[src/rtl/pra_pkg.sv]
`timescale 1ns / 1ps
package pra_pkg;

  localparam int FRAC_BITS   = 16;
  localparam int TRIG_STAGES = 16;

  localparam int W    = 32;
  localparam int CW   = 34;            // cordic x, y, z in q2.30 with headroom
  localparam int TW   = FRAC_BITS + 4; // rounded sine / cosine
  localparam int VW   = 35;            // offset from pivot
  localparam int PW   = VW + TW;       // product
  localparam int IDXW = 5;
  localparam int AW   = 36;            // angle reduction word
  localparam int RW   = FRAC_BITS + 10;

  localparam longint FULL    = longint'(360) << FRAC_BITS;
  localparam longint HALF    = longint'(180) << FRAC_BITS;
  localparam longint QUARTER = longint'(90) << FRAC_BITS;
  localparam longint KMUL    = ((longint'(1) << 31) + FULL - 1) / FULL;
  localparam longint KOFF    = KMUL * FULL;
  localparam int RED_STEPS   = $clog2(2 * KMUL + 1);
  localparam int RED_HI      = RED_STEPS / 2;

  localparam logic signed [CW-1:0] CORDIC_GAIN = CW'(652032874);
  localparam logic signed [28:0]   DEG_TO_RAD  = 29'sd74961321;

  typedef enum logic [1:0] {AXIS_X, AXIS_Y, AXIS_Z} axis_t;

  typedef struct packed {
    logic signed [W-1:0] px, py, pz;
    logic signed [W-1:0] cx, cy, cz;
    logic signed [W-1:0] ax, ay, az;
  } item_t;

  typedef struct packed {
    item_t                it;
    logic                 neg;
    logic signed [CW-1:0] x, y, z;
  } cordic_t;

  typedef struct packed {
    item_t                it;
    logic signed [TW-1:0] c, s;
  } trig_t;

  function automatic logic signed [CW-1:0] atan_q30(input logic [IDXW-1:0] i);
    logic signed [CW-1:0] v;
    case (i)
      5'd0:  v = CW'(32'h3243F6A8);
      5'd1:  v = CW'(32'h1DAC6705);
      5'd2:  v = CW'(32'h0FADBAFC);
      5'd3:  v = CW'(32'h07F56EA6);
      5'd4:  v = CW'(32'h03FEAB76);
      5'd5:  v = CW'(32'h01FFD55B);
      5'd6:  v = CW'(32'h00FFFAAA);
      5'd7:  v = CW'(32'h007FFF55);
      5'd8:  v = CW'(32'h003FFFEA);
      5'd9:  v = CW'(32'h001FFFFD);
      5'd10: v = CW'(32'h000FFFFF);
      5'd11: v = CW'(32'h0007FFFF);
      5'd12: v = CW'(32'h0003FFFF);
      5'd13: v = CW'(32'h0001FFFF);
      5'd14: v = CW'(32'h0000FFFF);
      5'd15: v = CW'(32'h00007FFF);
      5'd16: v = CW'(32'h00003FFF);
      5'd17: v = CW'(32'h00001FFF);
      5'd18: v = CW'(32'h00000FFF);
      5'd19: v = CW'(32'h000007FF);
      5'd20: v = CW'(32'h000003FF);
      5'd21: v = CW'(32'h000001FF);
      5'd22: v = CW'(32'h000000FF);
      5'd23: v = CW'(32'h0000007F);
      default: v = '0;
    endcase
    return v;
  endfunction

endpackage

[src/rtl/pra_cordic_cell.sv]
`timescale 1ns / 1ps
module pra_cordic_cell import pra_pkg::*; (
  input  logic            clk,
  input  logic            en,
  input  logic [IDXW-1:0] idx,
  input  cordic_t         d_in,
  output cordic_t         d_out
);

  cordic_t              d_nxt, d_r;
  logic signed [CW-1:0] xs, ys;

  always_comb begin
    xs    = d_in.x >>> idx;
    ys    = d_in.y >>> idx;
    d_nxt = d_in;
    if (d_in.z >= 0) begin
      d_nxt.x = d_in.x - ys;
      d_nxt.y = d_in.y + xs;
      d_nxt.z = d_in.z - atan_q30(idx);
    end else begin
      d_nxt.x = d_in.x + ys;
      d_nxt.y = d_in.y - xs;
      d_nxt.z = d_in.z + atan_q30(idx);
    end
  end

  always_ff @(posedge clk) begin
    if (en) begin
      d_r <= d_nxt;
    end
  end

  assign d_out = d_r;

endmodule

[config.mk]
export PLATFORM = sky130hd
export DESIGN_NAME = pra_cordic_cell
export DESIGN_NICKNAME = d
export VERILOG_FILES = /design/src/rtl/pra_pkg.sv /design/src/rtl/pra_cordic_cell.sv
export SDC_FILE = /design/constraint.sdc
export NUM_CORES = 1
export LEC_CHECK = 0
export ABC_CLOCK_PERIOD_IN_PS = 9390
export BUFFER_PORTS_ARGS = -buffer_cell sky130_fd_sc_hd__buf_2
export CORE_AREA = 5 5 307 309
export CTS_BUF_LIST = sky130_fd_sc_hd__clkbuf_8
export DETAILED_ROUTE_END_ITERATION = 8
export DIE_AREA = 0 0 312 314
export MAX_ROUTING_LAYER = met4
export SYNTH_ARGS = -nofsm -noshare
export SYNTH_HDL_FRONTEND = slang
export SYNTH_SLANG_ARGS = --single-unit
[constraint.sdc]
create_clock -name clk -period 9.39 [get_ports clk]
set_input_delay 0 -clock clk [delete_from_list [all_inputs] [get_ports clk]]
set_output_delay 0 -clock clk [all_outputs]
set_load 0.02 [all_outputs]
# After elaboration in Yosys (flattened, before gate mapping)
# Memory sizes are Yosys's and may differ from the RTL's.
# Index checks and enable logic that the tools add are counted.
# word_totals
register_bits	391
out_inout_bits	391
mem_count	2
inputBits	398
wordCells	27
rom_bits	1920
# op_classes
addsub	6
shifts	2
mux	3
magnitude_cmp	1
# memory_table
name	depth	width	read_ports	rd_ports_with_merged_regs	write_ports	line	source
(name not given)	32	30	1	0	0	pra_pkg.sv:48	case (i)
(name not given)	32	30	1	0	0	pra_pkg.sv:48	
# ops
operator	count
adder 34 bit	3
2-to-1 mux 102 bit	1
subtractor 34 bit	3
2-to-1 mux 34 bit	2
>>> shifter 34 x 5 -> 34 bit	2
greater-or-equal comparator 34 x 1 -> 1 bit (second input constant)	1

# Depth between registers and ports, before layout
# Gate-level depths: netlist (run 1).
# depth
word_depth	4
depth_mapped	26
ltp_nobuf	21

# Least setup slack after synthesis (run 1)
# OpenSTA, ideal clock, no wires.
# synth_path
path_type	input to register
start	input idx[1]
end	register d_r, in the netlist d_out[33] (data pin)
setup_ns	0.272
t_arrival_ns	5.114
n_path_buf	2
stages	21
t_required_ns	9.118
path_slack_ns	4.004
path_cell_list	inv_1 buf_2 clkbuf_1 ha_1 nor2b_1 a21oi_1 o21ai_0 inv_1 or3_1 or3_1 o31a_1 xnor2_1 ha_1 a21boi_0 o21ai_0 a21oi_1 a2111oi_0 o21a_1 o21ai_0 o21ai_0 a211oi_1
# synth_rtl
element	line	source
from (decl)	pra_cordic_cell.sv:5	input logic [IDXW-1:0] idx,
to (signal assigned)	pra_cordic_cell.sv:30	d_r <= d_nxt;
to (decl)	pra_cordic_cell.sv:10	cordic_t d_nxt, d_r;

==> results.py, run 1 <==
metrics = {
    "logic_synthesis": {
        "synth_cell_types": 102,
        "synth-compound-area-share_pct": 14.5,
        "synth_top_family_by_area": "compound AO/OA/AOI/OAI gates",
        "synthesis.nets": 2500,
        "syn_avg_cell_area_sq_um": 12.1,
        "synthMuxAreaShare_pct": 11.6,
        "synth_adder_area_share_pct": 5.98,
        "ys_seq_area_share_pct": 48.9,
        "synth-xor-area-share_pct": 6.29,
        "synthArstFlopShare_pct": 0,
        "synth_top_area_share_pct": 48.9,
        "synthSimpleGateAreaFrac_pct": 9.78,
        "synth_ff_type": "edfxtp_1",
        "yosysTopAreaCell": "edfxtp_1",
        "synth_cells": 1989,
        "synth_seq_cells": 391,
        "syn_area_sq_mm": 0.0240,
        "yosys_warnings": 0,
        "synth_area_leaders": "edfxtp_1 49%, mux4_2 7.2%, ha_1 5.7%, xnor2_1 3.9%, a21oi_1 2.7%",
        "synth_edf_count": 391,
    },
    "sta": {
        "setup_tns_ns": 0,
        "hold_viol_final": 0,
        "final-setup-viol-count": 0,
        "rsz0062_at_grt": "false",
        "tightest_slew_ns": 1.16,
        "hold_slack_ns": 0.0626,
        "slew_violations": 0,
        "relSlewSlack_pct": 22.5,
        "fin_crit_ns": 6.30,
        "max_freq_ghz": 0.159,
        "period_share_pct": 67.1,
    },
    "place": {
        "placed_area_sq_mm": 0.0292,
        "dp_hpwl_um": 109000,
        "place_congestion": 0.992,
        "port_buffers": 788,
    },
    "floorplan": {
        "initial_utilization_pct": 26.3,
        "fp.dieH_um": 314,
        "die_area_sq_mm": 0.0980,
        "coreArea_sq_mm": 0.0911,
        "num_io_pins": 789,
        "fp.dieW_um": 312,
        "rows": 111,
    },
    "routing": {
        "via_per_inst": 5.18,
        "routedWlPerCell_um": 30.3,
        "wl_um": 140000,
        "drc": 0,
        "first_pass_iters": 7,
        "postRouteAntennaNets": 0,
        "vias": 24000,
        "drtIter0Drc": 2679,
    },
    "outcome": {
        "status": "completed",
    },
    "power": {
        "p_leak_nw": 15.0,
        "vdd_drop_max_mv": 0.107,
        "power_density_mw_per_mm2": 173,
    },
    "clocking": {
        "cts_setup_buffers": 0,
        "cts-resized-gates": 0,
        "root_buffer": "clkbuf_8",
        "h-tree-depth": 3,
        "cts_hold_buf": 584,
        "clock_path_buffers": 3,
        "clk_pin_slew_ns": 0.06,
        "cts_tree": "done",
        "cts_buffers": 76,
        "cts.sinks": 391,
    },
    "run": {
        "drv_cap": 0,
    },
    "worst_setup_path": {
        "path_class": "in -> reg",
        "crit_arrival_ns": 6.71,
        "crit_chain": "buf_2, inv_1, buf_4, ha_1, nor2b_1, a21oi_1, o21ai_0, inv_1, or3_1, or3_1, o31a_1, xnor2_1, ha_1, and3_1, a21boi_0, o31ai_1, a31o_2, a21oi_1, a31oi_1, nor3_1, a311o_1, dlygate4sd3_1",
        "cp.buffers_inverters": 5,
        "cp_max_fo": 31,
        "worstSetupStartpointType": "primary input",
        "cpLargestDelayFamily": "compound AO/OA/AOI/OAI gates",
        "crit_path_top_delay_cell": "inv_1",
        "cp.required_ns": 9.80,
        "slowest_delay_ns": 0.59,
        "endpoint_kind": "flip-flop",
    },
    "finish": {
        "postLayoutCoreUtil_pct": 40.0,
        "largest_reg_flops": 391,
        "syn_to_final_growth_pct": 51.9,
        "final_nets": 3873,
        "finalInstanceArea_sq_mm": 0.0365,
        "drive_above_1_share_pct": 31.3,
    },
    "hold_path": {
        "hold_path_class": "in -> reg",
    },
    "grt": {
        "grt_usage_pct": 28.1,
        "first_global_vias": 23600,
        "antenna_found_initial": 28,
        "grt_max_degree": 123,
        "grt_pass1_wl_um": 190000,
        "grt-ovfl-total": 0,
    },
}
==> cells by family (layout without fill, tap and decap cells) <==
kind of cell / Yosys count / after routing
compound gates: 515 / 515
simple gates: 474 / 474
flops: 391 / 391
mux: 177 / 177
xor+xnor: 169 / 169
buf+inv: 150 / 1585
fa+ha+maj: 113 / 113
other cells: 0 / 21
==> routing by layer <==
| layer | part of all wire [%] | vias to the layer above | track usage (%) |
|---|---|---|---|
| li1 | - | 10500 | - |
| met1 | 37 | 11900 | 31.5 |
| met2 | 48 | 1298 | 46.8 |
| met3 | 10 | 227 | 9.41 |
| met4 | 4.5 | 0 | 10.6 |
| met5 | 0 | - | - |
==> tightest hold or removal path: stages <==
cell and delay, ns:
buf_2 0.11, ha_1 0.23, xnor2_1 0.18
==> placed cells by master (no fill, tap or decap), types with 18 or more instances in the layout <==
cell type and count:
edfxtp_1 391, clkbuf_8 76, mux4_2 77, clkinv_1 29
nand3_1 50, a31oi_1 19, dlygate4sd3_1 584, mux2i_1 59
nand2b_1 26, mux2_2 38, o21bai_1 18, o22ai_1 23
nor2_1 130, a21oi_1 131, xnor2_1 106, buf_4 26
xor2_1 61, buf_2 783, ha_1 110, o21a_1 21
nand2_1 125, inv_1 58, o21ai_0 92, diode_2 21
a21o_1 39, nor3_1 27
==> cell usage after synthesis (all sizes together), types with 28 or more instances <==
cell	n
o21ai	96
buf	51
nor2	133
nand3	52
inv	46
mux2i	60
nor3	28
xor2	61
mux4	77
a21oi	131
nand2	126
mux2	40
a21o	39
xnor2	106
ha	110
clkbuf	51
edfxtp	391
==> power breakdown <==
part	leakage (nW)	switching, W	total, W	internal [W]
combinational	10.4	0.00142	0.00232	0.000904
sequential	3.83	0.0000879	0.00231	0.00222
clock	0.774	0.000837	0.00166	0.000827
total	15.0	0.00235	0.00630	0.00395
==> metrics by stage <==
step	power [W]	worst slack, ns	instances
after floorplan	0.00354	4.00	1989
after global placement	0.00442	2.93	3886
after detailed placement	0.00441	2.84	3886
after CTS	0.00636	3.22	4610
after global routing	0.00660	2.74	4629
final	0.00630	3.09	4631
==> cell type report <==
cell class                 count  area [sq um]
clock inverter                64           372
multi-input combinational   1448         11600
sequential                   391         11700
antenna                       21          52.6
inverter                      48           180
tap                         1186          1480
fill                        8903         54600
timing repair buffer        1397         10000
clock buffer                  76          1050
==> path summary, 6_finish.rpt <==
path | startpoint | to | cells after the start
setup / recovery | idx[1] | d_out[30] | 22
hold / removal | d_in[16] | d_out[16] | 3
Power figures use the tool's default switching activity.
==> run 2: changes to the inputs <==
- ABC_AREA: unset -> 1
- ABC_CLOCK_PERIOD_IN_PS: 9390 -> 5600
- CORE_AREA: 5 5 307 309 -> 5 5 306 308
- DIE_AREA: 0 0 312 314 -> 0 0 311 313
- clock period: 9.39 -> 5.6 ns (I/O delays scaled with it)
==> run 2 against run 1 <==
- synthesized cell count increased by 35%
- combinational power increased by 60%
- hold slack improved by 0.014 ns
- critical endpoint is now d_out[66]
- largest power group is now sequential cells
==> results.py, run 2 <==
metrics = {
    "logic_synthesis": {
        "syn_avg_cell_area_sq_um": 8.84,
        "yosysMostFrequentCell": "nand2_1",
        "synth_cell_types": 54,
        "syn_area_sq_mm": 0.0238,
        "synth_area_leaders": "edfxtp_1 49%, nand2_1 12%, nand3_1 7.9%, ha_1 5.8%, xor2_1 4.6%",
        "synth_cells": 2695,
        "synth_seq_cells": 391,
        "yosysTopAreaCell": "edfxtp_1",
        "synthArstFlopShare_pct": 0,
        "synth_edf_count": 391,
        "netlist_top_cells_count": "769 x nand2_1, 391 x edfxtp_1, 376 x nand3_1, 182 x inv_1, 172 x nor2_1",
        "synth_top_area_share_pct": 49.3,
        "synth_ff_type": "edfxtp_1",
        "synthesis.nets": 3206,
        "yosys_warnings": 0,
        "ys_seq_area_share_pct": 49.3,
    },
    "routing": {
        "via_per_inst": 4.73,
        "postRouteAntennaNets": 0,
        "drc": 0,
        "vias": 25200,
        "wl_um": 133000,
        "drtIter0Drc": 2484,
        "first_pass_iters": 6,
        "routedWlPerCell_um": 24.9,
    },
    "place": {
        "place_ws_ns": 0.940,
        "dp_hpwl_um": 108000,
        "place_congestion": 0.972,
        "port_buffers": 788,
    },
    "grt": {
        "use_met3_pct": 9.40,
        "busiest_layer": "met2",
        "use_met1_pct": 31.5,
        "grt_use_met2_pct": 43.0,
        "antenna_found_initial": 40,
        "grt_pass1_wl_um": 185000,
        "grt-ovfl-total": 0,
        "first_global_vias": 25000,
        "grt_max_degree": 140,
        "grt_usage_pct": 27.0,
    },
    "worst_setup_path": {
        "endpoint_kind": "flip-flop",
        "crit_arrival_ns": 5.31,
        "cp.required_ns": 6.00,
        "cp_max_fo": 19,
        "worstSetupStartpointType": "primary input",
        "path_class": "in -> reg",
    },
    "finish": {
        "syn_to_final_growth_pct": 51.5,
        "drive_above_1_share_pct": 24.2,
        "final_common_cell": "buf_2",
        "layout_common_cells": "787 x buf_2, 769 x nand2_1, 555 x dlygate4sd3_1",
        "final_nets": 4569,
        "filler_cell_count": 9278,
        "largest_reg_flops": 391,
    },
    "sta": {
        "max_freq_ghz": 0.204,
        "rsz0062_at_grt": "false",
        "hold_viol_final": 0,
        "fin_crit_ns": 4.91,
        "final-setup-viol-count": 0,
        "period_share_pct": 87.7,
        "relSlewSlack_pct": 34.1,
        "setup_tns_ns": 0,
        "tightest_slew_ns": 0.988,
        "setup_slack_ns": 0.689,
        "slew_violations": 0,
    },
    "floorplan": {
        "num_io_pins": 789,
        "initial_utilization_pct": 26.2,
        "rows": 111,
        "die_area_sq_mm": 0.0973,
        "fp.dieW_um": 311,
        "coreArea_sq_mm": 0.0908,
        "fp.dieH_um": 313,
    },
    "outcome": {
        "status": "completed",
    },
    "clocking": {
        "root_buffer": "clkbuf_8",
        "cts_tree": "done",
        "cts.sinks": 391,
        "clk_pin_slew_ns": 0.06,
        "cts_buffers": 75,
        "clock_path_buffers": 3,
        "h-tree-depth": 3,
        "cts-resized-gates": 0,
    },
    "hold_path": {
        "hold_path_class": "in -> reg",
    },
    "power": {
        "power_density_mw_per_mm2": 291,
        "vdd_drop_max_mv": 0.139,
        "p_leak_nw": 16.5,
    },
    "run": {
        "drv_cap": 0,
    },
}
## run 2: repair_timing
action	CTS	global route
setup endpoints to repair	0	0
hold buffers	555	0
setup buffers	0	0
hold endpoints to repair	440	0
## run 2: path summary, 6_finish.rpt
check / startpoint / cells past startpoint / slack [ns] / endpoint
worst min-delay path: d_in[224] / 2 / 0.08 / d_out[224]
worst max-delay path: idx[4] / 27 / 0.69 / d_out[66]
## run 2: report_power, final
part	leakage (nW)	switching [W]	total [W]	internal, W
Combinational	11.9	0.00242	0.00372	0.00130
Sequential	3.83	0.000169	0.00389	0.00373
Clock	0.819	0.00135	0.00289	0.00153
Total	16.5	0.00395	0.0105	0.00656
## run 2: area by class of cell
| class | instances | area (sq um) | area share, % |
|---|---|---|---|
| clock inverters | 57 | 410 | 1.14 |
| inverters | 210 | 791 | 2.19 |
| well taps | 1186 | 1480 | 4.11 |
| multi-input cells | 2014 | 10800 | 30.0 |
| diodes | 29 | 72.6 | 0.201 |
| clock buffers | 75 | 1030 | 2.86 |
| flip-flops and latches | 391 | 11700 | 32.5 |
| repair buffers | 1366 | 9760 | 27.0 |
## run 2: cells by family after synthesis
| group | synth area share (%) |
|---|---|
| fa+ha+maj | 6.03 |
| simple gates | 25.5 |
| buf+inv | 5.31 |
| flops | 49.3 |
| xor+xnor | 6.14 |
| compound gates | 7.80 |
## run 2: worst max-delay path, stage by stage
cell	delay, ns
dlygate4sd3_1	0.57
buf_2	0.21
nor2_2	0.59
buf_4	0.39
nand2_1	0.08
nand2_1	0.06
inv_1	0.03
nand2_1	0.06
inv_2	0.06
ha_1	0.22
nand2_1	0.08
nor2_1	0.05
nor2_1	0.12
xor2_1	0.16
inv_1	0.06
ha_1	0.34
nand2_1	0.07
inv_1	0.05
a21oi_1	0.09
o21ai_0	0.35
a21boi_0	0.17
buf_4	0.18
o21ai_0	0.46
nand2_1	0.11
nand3_1	0.11
xor2_1	0.07
dlygate4sd3_1	0.56
## run 2: routing by layer
metal	vias up	wire length, um
met4	0	6120
li1	12000	-
met2	1025	61500
met5	-	0
met3	175	12300
met1	12000	53000
## run 2: stage by stage
| step | utilization [%] | total power (W) | hold slack, ns | cells | instance area, sq um |
|---|---|---|---|---|---|
| floorplan | - | 0.00588 | 0.0989 | 2695 | 23800 |
| CTS | 39.7 | 0.0106 | 0.000253 | 5299 | 36000 |
| finish | 39.8 | 0.0105 | 0.0767 | 5328 | 36100 |
| global route | 39.8 | 0.0111 | 0.0181 | 5326 | 36100 |
| global placement | 32.0 | 0.00733 | 0.177 | 4612 | 29000 |
| detailed placement | 32.0 | 0.00731 | 0.178 | 4612 | 29000 |
==> run 3: changes to the inputs <==
- ABC_CLOCK_PERIOD_IN_PS: 5600 -> 5900
- clock period: 5.6 -> 5.9 ns (I/O delays scaled with it)
==> run 3 against run 2 <==
- hold slack lost 0.0073 ns
- non-clock buffer count grew 46
- clock-buffer cell count grew 2
- sequential power shrank 5.7%
- via count grew 1.6%
- routed wire length grew 0.32%
- first-iteration DRC count shrank 0.72%
- total power shrank 5.2%
- cell count grew 1.2%
- critical path depth grew 1
- die area is the same
- critical path type unchanged
- largest cell class unchanged
- highest routed layer unchanged
==> results.py, run 3 (same netlist as run 2, synthesis figures left out) <==
metrics = {
    "floorplan": {
        "fp.dieH_um": 313,
        "num_io_pins": 789,
        "initial_utilization_pct": 26.2,
        "fp.dieW_um": 311,
        "die_area_sq_mm": 0.0973,
        "rows": 111,
        "coreArea_sq_mm": 0.0908,
    },
    "routing": {
        "postRouteAntennaNets": 0,
        "wl_um": 133000,
        "highest_layer": "met4",
        "drtIter0Drc": 2466,
        "routedWlPerCell_um": 24.7,
        "met1_length_um": 51300,
        "drc": 0,
        "wl_met3_um": 13900,
        "vias": 25600,
        "via_per_inst": 4.75,
        "wl_met2_um": 62300,
        "first_pass_iters": 6,
    },
    "outcome": {
        "status": "completed",
    },
    "clocking": {
        "cts_buffers": 76,
        "clock_path_buffers": 3,
        "clk_pin_slew_ns": 0.06,
        "cts.sinks": 391,
        "h-tree-depth": 3,
        "root_buffer": "clkbuf_8",
        "cts_tree": "done",
    },
    "grt": {
        "grt_max_degree": 159,
        "first_global_vias": 25000,
        "grt_usage_pct": 27.0,
        "grt-ovfl-total": 0,
        "grt_pass1_wl_um": 184000,
        "antenna_found_initial": 51,
    },
    "sta": {
        "rsz0062_at_grt": "false",
        "final-setup-viol-count": 0,
        "slew_violations": 0,
        "fin_crit_ns": 4.84,
        "hold_slack_ns": 0.0694,
        "max_freq_ghz": 0.207,
        "hold_viol_final": 0,
        "period_share_pct": 82.0,
        "tightest_slew_ns": 1.08,
        "setup_tns_ns": 0,
        "relSlewSlack_pct": 28.3,
        "setup_slack_ns": 1.06,
    },
    "finish": {
        "final_common_cell": "buf_2",
        "postLayoutCoreUtil_pct": 40.2,
        "layout_common_cells": "787 x buf_2, 769 x nand2_1, 596 x dlygate4sd3_1",
        "final_nets": 4616,
        "drive_above_1_share_pct": 24.2,
        "largest_reg_flops": 391,
        "syn_to_final_growth_pct": 53.4,
    },
    "worst_setup_path": {
        "cp_max_fo": 16,
        "crit_path_top_delay_cell": "nor2_2",
        "cp.required_ns": 6.33,
        "path_class": "in -> reg",
        "worstSetupStartpointType": "primary input",
        "crit_arrival_ns": 5.27,
        "crit_top_cell": "nand2_1",
        "endpoint_kind": "flip-flop",
        "slowest_delay_ns": 0.64,
    },
    "power": {
        "clockPowerShare_pct": 26.9,
        "p_leak_nw": 16.7,
        "internal_power_w": 0.00618,
        "power_frac_comb_pct": 36.2,
        "p_sw_share_pct": 38.0,
        "p_seq_share_pct": 36.9,
        "power_w": 0.00996,
        "power_density_mw_per_mm2": 273,
        "vdd_drop_max_mv": 0.138,
        "switchingPower_w": 0.00378,
    },
    "hold_path": {
        "min_from": "d_in[85]",
        "worstHoldEndpoint": "d_out[85]",
        "min_path_cells": 3,
        "hold_path_class": "in -> reg",
    },
    "place": {
        "place_ws_ns": 1.02,
        "place_congestion": 1.01,
        "dp_hpwl_um": 107000,
        "port_buffers": 788,
    },
    "run": {
        "drv_cap": 0,
    },
}
-- run 3: changes by cell type in the layout (fill, tap and decap cells not counted) --
cell           delta
clkinv_8          +1
clkinv_1          +3
inv_6             -1
dlygate4sd3_1    +41
buf_12            -2
clkinvlp_4        +2
diode_2          +12
buf_4             +7
clkinv_2          +6
bufinv_16         -3
clkbuf_8          +2
inv_1             -4
-- run 3: layer usage --
metal	vias up	track usage [%]
met4	0	10.3
met2	1108	43.4
met3	187	10.6
met1	12200	30.4
li1	12100	-
met5	-	-
-- run 3: worst max-delay path: cells and delay by family --
| kind | cells | cell delay, ns |
|---|---|---|
| buffers and inverters | 6 | 1.51 |
| AOI/OAI and AO/OA | 6 | 1.22 |
| and+or+nand+nor | 12 | 1.69 |
| adders and majority gates | 2 | 0.58 |
| xor gates and xnor gates | 2 | 0.24 |
-- run 3: worst max-delay path by stage --
stage | from | endpoint | slack, ns | cells past startpoint
floorplan | idx[1] | d_out[27] | 2.21 | 24
global placement | idx[1] | d_out[22] | 1.03 | 24
detailed placement | idx[1] | d_out[24] | 1.02 | 25
CTS | idx[4] | d_out[95] | 1.23 | 28
global route | idx[1] | d_out[95] | 0.65 | 32
finish | idx[4] | d_out[95] | 1.06 | 28
-- run 3: area by class of cell --
class	instances	area [sq um]
clock buffer	77	1060
timing repair buffer	1412	10200
fill	9366	54300
antenna	41	103
sequential	391	11700
inverter	210	791
clock inverter	61	369
multi-input combinational	2014	10800
tap	1186	1480
-- run 3: what timing repair did --
action                                 in CTS  in global routing
hold buffers                              596                  0
endpoints found under the hold margin     454                  0
setup buffers                               0                  0
resized for setup                           0                  0
-- run 3: per-stage QoR --
step           cells  area [sq um]
2_1_floorplan   2695         23800
3_3_place_gp    4617         29100
3_5_place_dp    4617         29100
4_1_cts         5351         36500
5_1_grt         5389         36500
6_report        5392         36600
-- run 3: power groups by stage --
stage                     clock (W)  sequential (W)  combinational, W
final                       0.00268         0.00367           0.00360
after global placement            0         0.00373           0.00322
after detailed placement          0         0.00373           0.00321
after CTS                   0.00279         0.00368           0.00362
after global routing        0.00290         0.00370           0.00389
after floorplan                   0         0.00415           0.00142
